==> src/rtl/crossed_loopback_ring_fifos_assert.svh <==
// ----------------------------------------------------------------------------
// Assertion macros for the crossed loopback ring FIFOs
// Concurrent assertion wrappers; define NO_ASSERTIONS to compile them away.
// ----------------------------------------------------------------------------
`ifndef CROSSED_LOOPBACK_RING_FIFOS_ASSERT_SVH
`define CROSSED_LOOPBACK_RING_FIFOS_ASSERT_SVH

`ifndef NO_ASSERTIONS

// check prop on every clock edge outside reset
`define CLRF_ASSERT(label, clk, rst_n, prop) \
	label: assert property (@(posedge clk) disable iff (!rst_n) prop) \
		else $error("clrf: assertion failed");

// check prop on every clock edge, reset included
`define CLRF_ASSERT_ALWAYS(label, clk, prop) \
	label: assert property (@(posedge clk) prop) \
		else $error("clrf: assertion failed");

`else

`define CLRF_ASSERT(label, clk, rst_n, prop)
`define CLRF_ASSERT_ALWAYS(label, clk, prop)

`endif

`endif

==> src/rtl/clrf_pkg.sv <==
// ----------------------------------------------------------------------------
// clrf_pkg
// Shared codes, defaults and controller command type for the ring FIFOs.
// ----------------------------------------------------------------------------
package clrf_pkg;

	localparam int RING_DEPTH_DEF = 256;
	localparam int PORTS_DEF      = 16;

	typedef enum logic [1:0] {
		CMD_OPEN  = 2'd0,
		CMD_WRITE = 2'd1,
		CMD_READ  = 2'd2,
		CMD_QUERY = 2'd3
	} cmd_code_t;

	typedef enum logic [1:0] {
		ST_OK     = 2'd0,
		ST_CLOSED = 2'd1,
		ST_FULL   = 2'd2,
		ST_EMPTY  = 2'd3
	} status_t;

	// controller to datapath strobes
	typedef struct packed {
		logic capture;   // latch the accepted input word
		logic exec;      // check and update the target ring
		logic finish;    // build the result word
	} ctl_cmd_t;

endpackage

==> src/rtl/clrf_ctrl.sv <==
// ----------------------------------------------------------------------------
// clrf_ctrl
// Sequencer: accept a word, execute it, then present the result word.
// ----------------------------------------------------------------------------
`include "crossed_loopback_ring_fifos_assert.svh"

module clrf_ctrl
	import clrf_pkg::*;
(
	input  logic     clk,
	input  logic     arst_n,
	input  logic     s_tvalid,
	output logic     s_tready,
	output logic     m_tvalid,
	input  logic     m_tready,
	output ctl_cmd_t cmd
);

	typedef enum logic [1:0] {
		ST_IDLE,
		ST_EXEC,
		ST_FIN
	} state_t;

	state_t state_q;
	logic   m_tvalid_q;

	// take a new word while idle, once the result slot is free or being emptied
	assign s_tready    = (state_q == ST_IDLE) && (!m_tvalid_q || m_tready);
	assign cmd.capture = s_tvalid && s_tready;
	assign cmd.exec    = (state_q == ST_EXEC);
	assign cmd.finish  = (state_q == ST_FIN);
	assign m_tvalid    = m_tvalid_q;

	always_ff @(posedge clk or negedge arst_n) begin
		if (!arst_n) begin
			state_q    <= ST_IDLE;
			m_tvalid_q <= 1'b0;
		end else begin
			if (m_tvalid_q && m_tready) begin
				m_tvalid_q <= 1'b0;
			end
			case (state_q)
				ST_IDLE: begin
					if (cmd.capture) begin
						state_q <= ST_EXEC;
					end
				end
				ST_EXEC: begin
					state_q <= ST_FIN;
				end
				ST_FIN: begin
					m_tvalid_q <= 1'b1;
					state_q    <= ST_IDLE;
				end
				default: begin
					state_q <= ST_IDLE;
				end
			endcase
		end
	end

	`CLRF_ASSERT(a_one_strobe, clk, arst_n, $onehot0(cmd))
	`CLRF_ASSERT(a_fin_slot_free, clk, arst_n, (state_q == ST_FIN) |-> !m_tvalid_q)
	`CLRF_ASSERT(a_accept_exec, clk, arst_n, cmd.capture |=> cmd.exec)
	`CLRF_ASSERT(a_exec_finish, clk, arst_n, cmd.exec |=> (cmd.finish && !m_tvalid_q))

endmodule

==> config.mk <==
export PLATFORM = sky130hd
export DESIGN_NAME = clrf_ctrl
export DESIGN_NICKNAME = d
export VERILOG_FILES = /design/src/rtl/clrf_pkg.sv /design/src/rtl/clrf_ctrl.sv
export VERILOG_INCLUDE_DIRS = /design/src /design/src/rtl
export SDC_FILE = /design/constraint.sdc
export NUM_CORES = 1
export LEC_CHECK = 0
export BUFFER_PORTS_ARGS = -buffer_cell sky130_fd_sc_hd__buf_2
export CORE_AREA = 5 5 42 44
export CTS_CLUSTER_DIAMETER = 50
export DETAILED_ROUTE_END_ITERATION = 7
export DIE_AREA = 0 0 47 49
export SLEW_MARGIN = 20
export SYNTH_ARGS = -nofsm -noshare
export SYNTH_HDL_FRONTEND = slang
export SYNTH_SLANG_ARGS = --single-unit
==> constraint.sdc <==
create_clock -name clk -period 1 [get_ports clk]
set_input_delay 0.05 -clock clk [delete_from_list [all_inputs] [get_ports clk]]
set_output_delay 0.05 -clock clk [all_outputs]
set_load 0.03 [all_outputs]
==> metrics.csv, run 1 <==
stage,metric,value,unit
logic_synthesis,synth.most_common_cell,dfrtp_1,
logic_synthesis,synth_warnings,0,
setup_path,critPathTopFamily,flip-flops,
setup_path,crit_path_end_kind,primary output,
logic_synthesis,ys.flop_type,dfrtp_1,
logic_synthesis,yosysTopAreaCell,dfrtp_1,
clocking,cts_max_path_buffers,2,
floorplanning,initial_utilization,9.91,%
setup_path,slowest_stage,dfrtp_1,
sta,hold_violations,0,
final_layout,antenna_cells,0,
routing,wirelength,422,um
logic_synthesis,synth_area_leaders,"dfrtp_1 (54%), nor4b_1 (13%), nor2b_4 (9.9%)",
clocking,cts_tree,yes,
status,violations,setup timing,
final_layout,fin_nets,33,
power_and_ir_drop,switchingPower,407,uW
setup_path,arrival,1.13,ns
grt,track_usage,5.01,%
final_layout,fillers,165,
setup_path,cp_cell_sequence,nor2b_4 -> nor4b_4 -> buf_6,
clocking,clk_pin_slew,0.04,ns
setup_path,worstPathMaxFanout,4,
clocking,cts_inserted_buffers,3,
setup_path,path_class,reg2out,
sta,worstMarginPinSlew,0.277,ns
setup_path,slowest_delay,0.37,ns
routing,drt-vias-per-instance,3.32,
placed_design,port_buffers,8,
sta,hold_ws,0.0980,ns
logic_synthesis,syn-instance-count,11,
logic_synthesis,yosys-top-cells-count,"dfrtp_1 (3), nor2b_1 (2), nor4b_1 (2)",
grt,grt_pass1_vias,178,
logic_synthesis,synth_top_area_share,54.1,%
power_and_ir_drop,p_seq_share,22.6,%
clocking,root_buffer,clkbuf_4,
floorplanning,die-width,47,um
logic_synthesis,syn-num-nets,15,
clocking,cts.sinks,3,
sta,rsz0062_at_grt,yes,
logic_synthesis,synth.cell_area,139,um^2
grt,overflow,0,
placed_design,pre_cts_ws,-0.00375,ns
power_and_ir_drop,p_int,626,uW
grt,grt_max_degree,7,
final_layout,drive_gt1_share,75.0,%
power_and_ir_drop,power.density,3320,mW/mm^2
power_and_ir_drop,p_clk_share,20.5,%
routing,firstDrtPassIters,2,
hold_path,min_path_type,in2reg,
run,maxCapViolCount,0,
logic_synthesis,synth-edff-count,0,
placed_design,gp_congestion,0.711,
setup_path,critical_path_buf_inv_count,1,
power_and_ir_drop,ir_worst_vdd,0.758,mV
status,status,"complete, but fails checks",
routing,vias,146,
floorplanning,ios,9,
grt,antenna_found_initial,0,
sta,fin_crit,1.18,ns
floorplanning,dieArea,0.00230,mm^2
final_layout,final_util,22.2,%
logic_synthesis,async_flop_share,100,%
power_and_ir_drop,combPwrFrac,56.9,%
floorplanning,core_area,0.00140,mm^2
logic_synthesis,avgSynthCellArea,12.6,um^2
sta,slew_headroom,81.3,%
sta,maxSlewViolCount,0,
sta,setup_violations,5,
logic_synthesis,yosysSeqAreaShare,54.1,%
setup_path,critPathLaunchType,flop,
logic_synthesis,ys_types,7,
sta,max_freq,846,MHz
power_and_ir_drop,finalPower,1030,uW
final_layout,seqCellArea,77.6,um^2
floorplanning,die_h,49,um
routing,wl_per_cell,9.59,um
clocking,clk_latency,0.23,ns
final_layout,syn_to_final_growth,124,%
setup_path,critPathRequiredTime,0.95,ns
sta,period_share,118,%
routing,drtIter0Drc,2,
clocking,ctsHtreeMaxLevel,1,
final_layout,multi_input_area,83.8,um^2
logic_synthesis,synth_seq_cells,3,
power_and_ir_drop,power.leakage,0.000147,uW
sta,skew,0.000213,ns
floorplanning,num_rows,14,
power_and_ir_drop,p_sw_share,39.4,%
sta,worst_slack,-0.182,ns
grt,grt_pass1_wl,738,um
routing,route.detailed.drc,0,
routing,ant_nets,0,
-- power by group through the flow --
stage | Combinational [uW] | Sequential (uW) | Clock (uW)
CTS | 538 | 232 | 221
finish | 588 | 234 | 211
global placement | 402 | 232 | 0
global route | 635 | 242 | 238
floorplan | 264 | 265 | 0
detailed placement | 407 | 235 | 0
-- state kept, by name, indices dropped and copies added (netlist names) --
signal    cells
m_tvalid      1
state_q       2
-- cell families (layout without fill, tap and decap cells) --
kind of cell	Yosys count	in the layout	synth area share [%]
and+or+nand+nor	8	8	45.9
DFF	3	3	54.1
buffers and inverters	0	17	0
-- stage by stage --
| step | TNS, ns | instances | cell area (um^2) |
|---|---|---|---|
| 6_report | -0.487 | 44 | 312 |
| 5_1_grt | -0.830 | 44 | 312 |
| 4_1_cts | -0.477 | 43 | 298 |
| 3_5_place_dp | -0.00375 | 35 | 219 |
| 3_3_place_gp | 0 | 35 | 219 |
| 2_1_floorplan | -0.258 | 11 | 159 |
-- final timing paths --
kind / startpoint / endpoint / slack (ns) / depth (start not counted)
hold / removal: s_tvalid / state_q[0] / 0.1 / 2
setup reg to reg: state_q[1] / state_q[0] / 0 / 2
setup / recovery: m_tvalid / cmd[2] / -0.18 / 3
min in group asynchronous: arst_n / m_tvalid / 0.17 / 2
hold reg to reg: state_q[0] / state_q[0] / 0.54 / 1
max in group asynchronous: arst_n / state_q[0] / 0.71 / 2
-- per-layer routing --
metal	track usage, %	share of wire (%)	routed length, um	up-vias
li1	-	-	-	71
met1	5.08	51	214	66
met2	5.66	35	148	9
met3	5.17	14	60	0
met4	4.15	0	0	0
met5	0	0	0	-
-- area by class of cell --
| cell class | instances | share of cell area, % |
|---|---|---|
| Multi-Input combinational cell | 8 | 26.9 |
| Sequential cell | 3 | 24.9 |
| Timing Repair Buffer | 13 | 33.3 |
| Clock buffer | 4 | 8.43 |
| Tap cell | 16 | 6.43 |
-- repair_timing --
item,in CTS,in global routing
buffers inserted,3,1
hold buffers,1,0
resized for setup,8,2
setup endpoints to repair,4,5
hold endpoints to repair,3,0
gates cloned,0,0
-- cell usage in the layout (no fill, tap or decap) --
cell           count
nor3_2             1
clkbuf_1           1
nor2b_1            2
dfrtp_2            2
buf_2              3
dfrtp_1            1
nor2b_4            1
buf_4              6
nor4b_4            1
or2_1              1
buf_6              3
nor4b_1            1
clkbuf_4           3
nor2b_2            1
dlygate4sd3_1      1
(Power assumes the default switching activity.)
==> run 2, diff against run 1 <==
--- a/config.mk
+++ b/config.mk
@@ -11,6 +11,7 @@
 export CTS_CLUSTER_DIAMETER = 50
 export DETAILED_ROUTE_END_ITERATION = 7
 export DIE_AREA = 0 0 47 49
+export REMOVE_ABC_BUFFERS = 1
 export SLEW_MARGIN = 20
 export SYNTH_ARGS = -nofsm -noshare
 export SYNTH_HDL_FRONTEND = slang
==> run 2 against run 1 <==
  * The flow still finishes with violations (setup timing)
  * Global-route usage is 0.071 points higher
  * Register-to-register slack better by 0.03 ns
  * Flip-flop and latch count unchanged
  * First-iteration DRC count fell by 100%
  * Worst setup slack worse by 0.0081 ns
  * Routed wire length increased by 3.3%
  * Cell count grew 4.5%
  * Via count up 6.8%
  * Combinational power grew 14%
  * Sequential share of layout area down 2.1 points
  * Cell area rose by 9.2%
  * Clock skew rose by 0.00087 ns
==> metrics.csv, run 2 (synthesis results as in run 1) <==
stage,metric,value,unit,change
status,status,"complete, but fails checks",,
status,violations,setup timing,,
sta,worst_slack,-0.190,ns,-0.00812 ns
clocking,cts.sinks,3,,unchanged
routing,ant_nets,0,,unchanged
run,maxCapViolCount,0,,unchanged
clocking,root_buffer,clkbuf_4,,
routing,firstDrtPassIters,1,,-1
setup_path,slowest_delay,0.38,ns,about the same
sta,hold_ws,0.0808,ns,-0.0172 ns
routing,vias,156,,+6.8%
floorplanning,die-width,47,um,unchanged
placed_design,port_buffers,8,,unchanged
sta,fin_crit,1.19,ns,+0.00812 ns
setup_path,path_class,reg2out,,
sta,finalSetupTns,-0.517,ns,-0.0304 ns
setup_path,path_depth,3,,unchanged
final_layout,drive_gt1_share,76.7,%,+1.7 points
grt,antenna_found_initial,0,,unchanged
hold_path,min_path_type,in2reg,,
power_and_ir_drop,ir_worst_vdd,1.23,mV,+62%
setup_path,critPathLaunchType,flop,,
sta,worstMarginPinSlew,0.186,ns,-0.0914 ns
setup_path,crit_path_end_kind,primary output,,
final_layout,top_register,state_q,,
final_layout,largest_reg_flops,2,,unchanged
setup_path,critical_path_buf_inv_count,1,,unchanged
setup_path,critPathRequiredTime,0.95,ns,about the same
sta,max_freq,840,MHz,-0.68%
routing,route.detailed.drc,0,,unchanged
clocking,clk_latency,0.23,ns,about the same
sta,maxSlewViolCount,0,,unchanged
setup_path,critPathTopFamily,flip-flops,,
placed_design,gp_congestion,0.721,,+1.4%
floorplanning,dieArea,0.00230,mm^2,unchanged
setup_path,cp_cell_sequence,nor2b_4 -> nor4b_2 -> buf_4,,
sta,period_share,119,%,+0.81 points
power_and_ir_drop,combPwrFrac,60.1,%,+3.2 points
grt,grt_max_degree,7,,unchanged
setup_path,worst_r2r_path_depth,3,,+1
final_layout,fin_area,340,um^2,+9.2%
floorplanning,die_h,49,um,unchanged
clocking,ctsHtreeMaxLevel,1,,unchanged
clocking,clk_pin_slew,0.04,ns,about the same
placed_design,pre_cts_ws,-0.00795,ns,-0.00420 ns
clocking,cts_tree,yes,,
final_layout,final_cell_mix,"buf_4 (6), buf_6 (5), clkbuf_4 (3), buf_2 (3)",,
grt,track_usage,5.08,%,+0.071 points
floorplanning,num_rows,14,,unchanged
grt,overflow,0,,unchanged
sta,hold_violations,0,,unchanged
final_layout,fin_nets,35,,+6.1%
grt,grt_pass1_wl,683,um,-7.5%
sta,skew,0.00108,ns,+0.000868 ns
placed_design,dpl_cell_area,229,um^2,+4.6%
power_and_ir_drop,p_int,683,uW,+9.2%
power_and_ir_drop,p_seq_share,20.3,%,-2.3 points
setup_path,arrival,1.14,ns,about the same
sta,slew_headroom,87.6,%,+6.3 points
grt,grt_pass1_vias,156,,-12%
sta,rsz0062_at_grt,yes,,
final_layout,antenna_cells,0,,unchanged
clocking,cts_max_path_buffers,2,,unchanged
clocking,cts_inserted_buffers,3,,unchanged
setup_path,worstPathMaxFanout,3,,-1
final_layout,layout_commonest_cell,buf_4,,
power_and_ir_drop,p_sw_share,38.6,%,-0.87 points
floorplanning,initial_utilization,9.91,%,unchanged
final_layout,syn_to_final_growth,145,%,
floorplanning,ios,9,,unchanged
setup_path,slowest_stage,dfrtp_1,,
floorplanning,core_area,0.00140,mm^2,unchanged
routing,wirelength,436,um,+3.3%
power_and_ir_drop,switchingPower,429,uW,+5.2%
power_and_ir_drop,power.density,3270,mW/mm^2,-1.5%
routing,drtIter0Drc,0,,-2
routing,wl_per_cell,9.48,um,-1.2%
hold_path,hold_depth,2,,unchanged
power_and_ir_drop,p_clk_share,19.6,%,-0.9 points
sta,setup_violations,5,,unchanged
power_and_ir_drop,power.leakage,0.000162,uW,+10%
routing,drt-vias-per-instance,3.39,,+2.2%
## run 2: cell type report
class,instances,area [um^2]
clock buffers,4,26.3
flip-flops and latches,3,77.6
repair buffers,15,126
fillers,166,1060
well taps,16,20.0
multi-input cells,8,90.1
## run 2: through the flow
| step | total power, uW | cells | utilization, % |
|---|---|---|---|
| 6_report | 1110 | 46 | 24.3 |
| 5_1_grt | 1190 | 46 | 24.3 |
| 4_1_cts | 1050 | 45 | 22.3 |
| 3_5_place_dp | 666 | 39 | 16.3 |
| 3_3_place_gp | 665 | 39 | 16.3 |
| 2_1_floorplan | 480 | 11 | - |
## run 2: metal layers
layer	global-route usage, %	part of all wire, %	wire [um]	vias up
met2	4.07	36	157	11
met4	6.91	3.9	17	0
met5	0	0	0	-
met3	4.80	17	75	2
met1	5.74	42	185	67
li1	-	-	-	76
## run 2: power groups by stage
| stage | registers, uW | clock network [uW] | logic (uW) |
|---|---|---|---|
| 6_report | 226 | 218 | 668 |
| 5_1_grt | 236 | 243 | 707 |
| 4_1_cts | 222 | 228 | 605 |
| 3_5_place_dp | 214 | 0 | 453 |
| 3_3_place_gp | 213 | 0 | 452 |
| 2_1_floorplan | 247 | 0 | 232 |
## run 2: path summary, 6_finish.rpt
| check | to | start | slack (ns) |
|---|---|---|---|
| max in group asynchronous | state_q[0] | arst_n | 0.74 |
| min in group asynchronous | state_q[1] | arst_n | 0.14 |
| hold / removal | state_q[0] | s_tvalid | 0.08 |
| setup reg to reg | m_tvalid | m_tvalid | 0.03 |
| hold reg to reg | state_q[1] | state_q[1] | 0.59 |
| setup / recovery | cmd[2] | m_tvalid | -0.19 |
## run 2: what timing repair did
action,in CTS,in global routing
pin swaps,0,1
setup buffers,1,2
hold buffers,1,0
endpoints found under the hold margin,3,0
resized for setup,12,4
endpoints found under the setup margin,4,7
==> run 3, diff against run 2 <==
--- a/config.mk
+++ b/config.mk
@@ -6,11 +6,12 @@
 export SDC_FILE = /design/constraint.sdc
 export NUM_CORES = 1
 export LEC_CHECK = 0
+export ABC_CLOCK_PERIOD_IN_PS = 1000
 export BUFFER_PORTS_ARGS = -buffer_cell sky130_fd_sc_hd__buf_2
-export CORE_AREA = 5 5 42 44
+export CORE_AREA = 2 2 39 41
 export CTS_CLUSTER_DIAMETER = 50
 export DETAILED_ROUTE_END_ITERATION = 7
-export DIE_AREA = 0 0 47 49
+export DIE_AREA = 0 0 41 43
 export REMOVE_ABC_BUFFERS = 1
 export SLEW_MARGIN = 20
 export SYNTH_ARGS = -nofsm -noshare
==> run 3 against run 2 <==
  * The flow still finishes with violations (setup timing)
  * Routed wire length decreased by 15%
  * Core utilization is 2.6 points lower
  * Sequential share of layout area increased by 3.0 points
  * Sequential power increased by 5%
  * Hold slack gained 0.011 ns
  * Count of clock-buffer cells in the layout stayed put
  * Global-route usage rose by 0.058 points
  * Via count fell by 6.4%
  * Total power fell by 12%
  * Non-clock buffer count decreased by 3
  * Cell count decreased by 6.5%
  * Critical endpoint unchanged
  * Largest cell class unchanged
==> metrics.csv, run 3 (synthesis results as in run 1) <==
stage,metric,value,unit,change
status,status,"complete, but fails checks",,
status,violations,setup timing,,
grt,track_usage,5.14,%,+0.058 points
setup_path,worstReg2RegStart,m_tvalid,,
clocking,clk_latency,0.23,ns,about the same
hold_path,hp-start,s_tvalid,,
grt,met3_usage,3.14,%,-1.7 points
routing,firstDrtPassIters,2,,+1
floorplanning,ios,9,,unchanged
sta,slew_headroom,84.3,%,-3.2 points
setup_path,arrival,1.16,ns,+0.02 ns
floorplanning,die-width,41,um,-13%
clocking,ctsHtreeMaxLevel,1,,unchanged
power_and_ir_drop,ir_worst_vdd,1.17,mV,-4.8%
setup_path,critPathRequiredTime,0.95,ns,about the same
placed_design,dp.cells,38,,-2.6%
clocking,cts_tree,yes,,
routing,drtIter0Drc,3,,+3
grt,grt_max_degree,7,,unchanged
routing,ant_nets,0,,unchanged
grt,grt_pass1_vias,125,,-20%
sta,worstMarginPinSlew,0.232,ns,+0.0459 ns
clocking,cts_inserted_buffers,3,,unchanged
routing,wirelength,370,um,-15%
final_layout,instances_no_fill,43,,-6.5%
run,maxCapViolCount,0,,unchanged
final_layout,syn_to_final_growth,116,%,
power_and_ir_drop,p_seq_share,24.3,%,+4.0 points
power_and_ir_drop,p_sw_share,39.9,%,+1.3 points
placed_design,port_buffers,8,,unchanged
sta,worst_slack,-0.214,ns,-0.0236 ns
setup_path,slowest_delay,0.44,ns,+0.06 ns
grt,grtUsageMet1,6.49,%,+0.75 points
setup_path,worst_r2r_path_depth,3,,unchanged
power_and_ir_drop,combPwrFrac,54.2,%,-5.9 points
hold_path,whs_endpoint,state_q[0],,
final_layout,top_register,state_q,,
placed_design,dpl_cell_area,221,um^2,-3.3%
floorplanning,num_rows,14,,unchanged
sta,rsz0062_at_grt,yes,,
power_and_ir_drop,power.density,3260,mW/mm^2,-0.16%
sta,max_freq,824,MHz,-1.9%
setup_path,worstPathMaxFanout,6,,+3
grt,grt_pass1_wl,510,um,-25%
grt,antenna_found_initial,0,,unchanged
clocking,cts_max_path_buffers,2,,unchanged
setup_path,rrSetupSlack,0.03,ns,about the same
setup_path,critPathTopFamily,flip-flops,,
grt,overflow,0,,unchanged
routing,drt-vias-per-instance,3.40,,+0.12%
hold_path,hold_depth,2,,unchanged
sta,skew,0.000335,ns,-0.000746 ns
sta,fin_crit,1.21,ns,+0.0236 ns
routing,route.detailed.drc,0,,unchanged
sta,hold_violations,0,,unchanged
floorplanning,initial_utilization,10.0,%,+0.13 points
power_and_ir_drop,switchingPower,391,uW,-8.9%
clocking,root_buffer,clkbuf_4,,
power_and_ir_drop,p_int,589,uW,-14%
final_layout,antenna_cells,0,,unchanged
clocking,cts_setup_buffers,0,,-1
setup_path,critPathLaunchType,flop,,
grt,grt_busiest_layer,met4,,
setup_path,path_class,reg2out,,
final_layout,fin_nets,32,,-8.6%
clocking,cts.sinks,3,,unchanged
floorplanning,dieArea,0.00176,mm^2,-23%
final_layout,drive_gt1_share,74.1,%,-2.6 points
placed_design,dp_hpwl,245,um,
sta,period_share,121,%,+2.4 points
final_layout,final_util,21.7,%,-2.6 points
power_and_ir_drop,p_clk_share,21.5,%,+1.9 points
final_layout,largest_reg_flops,2,,unchanged
placed_design,gp_congestion,0.648,,-10%
final_layout,fin_area,300,um^2,-12%
sta,maxSlewViolCount,0,,unchanged
hold_path,min_path_type,in2reg,,
floorplanning,die_h,43,um,-12%
power_and_ir_drop,power.leakage,0.000139,uW,-14%
sta,setup_violations,3,,-2
setup_path,cp_cell_sequence,nor4b_2 -> buf_4,,
routing,wl_per_cell,8.60,um,-9.2%
clocking,clk_pin_slew,0.04,ns,about the same
setup_path,critical_path_buf_inv_count,1,,unchanged
setup_path,crit_path_end_kind,primary output,,
final_layout,final_cell_mix,"buf_2 (4), buf_4 (4), nor2b_4 (3), clkbuf_4 (3), buf_6 (3)",,
grt,grt_util_met2,4.06,%,-0.0099 points
setup_path,slowest_stage,dfrtp_2,,
routing,vias,146,,-6.4%
floorplanning,core_area,0.00138,mm^2,-1.2%
setup_path,regToRegEndpoint,m_tvalid,,
run 3: metal layers:
layer	share of wire (%)	wire length (um)	vias up
li1	-	-	70
met1	46	169	63
met2	35	130	11
met3	15	54	2
met4	4.1	15	0
met5	0	0	-
run 3: how the worst max path moves through the flow:
stage / endpoint / cells past startpoint / start / slack, ns
3_3_place_gp: cmd[2] / 3 / m_tvalid / -0.01
5_1_grt: cmd[2] / 3 / m_tvalid / -0.27
4_1_cts: cmd[2] / 3 / m_tvalid / -0.22
3_5_place_dp: cmd[2] / 3 / m_tvalid / -0.02
6_report: cmd[2] / 2 / state_q[0] / -0.21
2_1_floorplan: cmd[2] / 2 / m_tvalid / -0.73
run 3: through the flow:
stage | total power (uW) | setup slack, ns | hold WS [ns] | TNS (ns)
floorplan | 480 | -0.726 | -0.246 | -1.08
global placement | 638 | -0.0117 | -0.154 | -0.0117
detailed placement | 641 | -0.0179 | -0.155 | -0.0179
CTS | 928 | -0.217 | 0.0864 | -0.522
global route | 1040 | -0.271 | 0.0895 | -0.635
finish | 979 | -0.214 | 0.0914 | -0.418
run 3: repair_timing:
item                                   in CTS  in global routing
setup endpoints to repair                   4                  4
resized for setup                           6                  6
gates cloned                                0                  0
hold buffers                                1                  0
endpoints found under the hold margin       3                  0
run 3: cell type report:
class                   instances  area [um^2]
fillers                       153         1080
clock buffers                   4         26.3
repair buffers                 12         93.8
multi-input cells               8         82.6
flip-flops and latches          3         77.6
well taps                      16         20.0
run 3: power by group through the flow:
stage	clock network (uW)	registers, uW	logic [uW]
5_1_grt	231	251	560
3_5_place_dp	0	217	424
4_1_cts	223	220	485
3_3_place_gp	0	219	419
2_1_floorplan	0	247	232
6_report	210	238	531
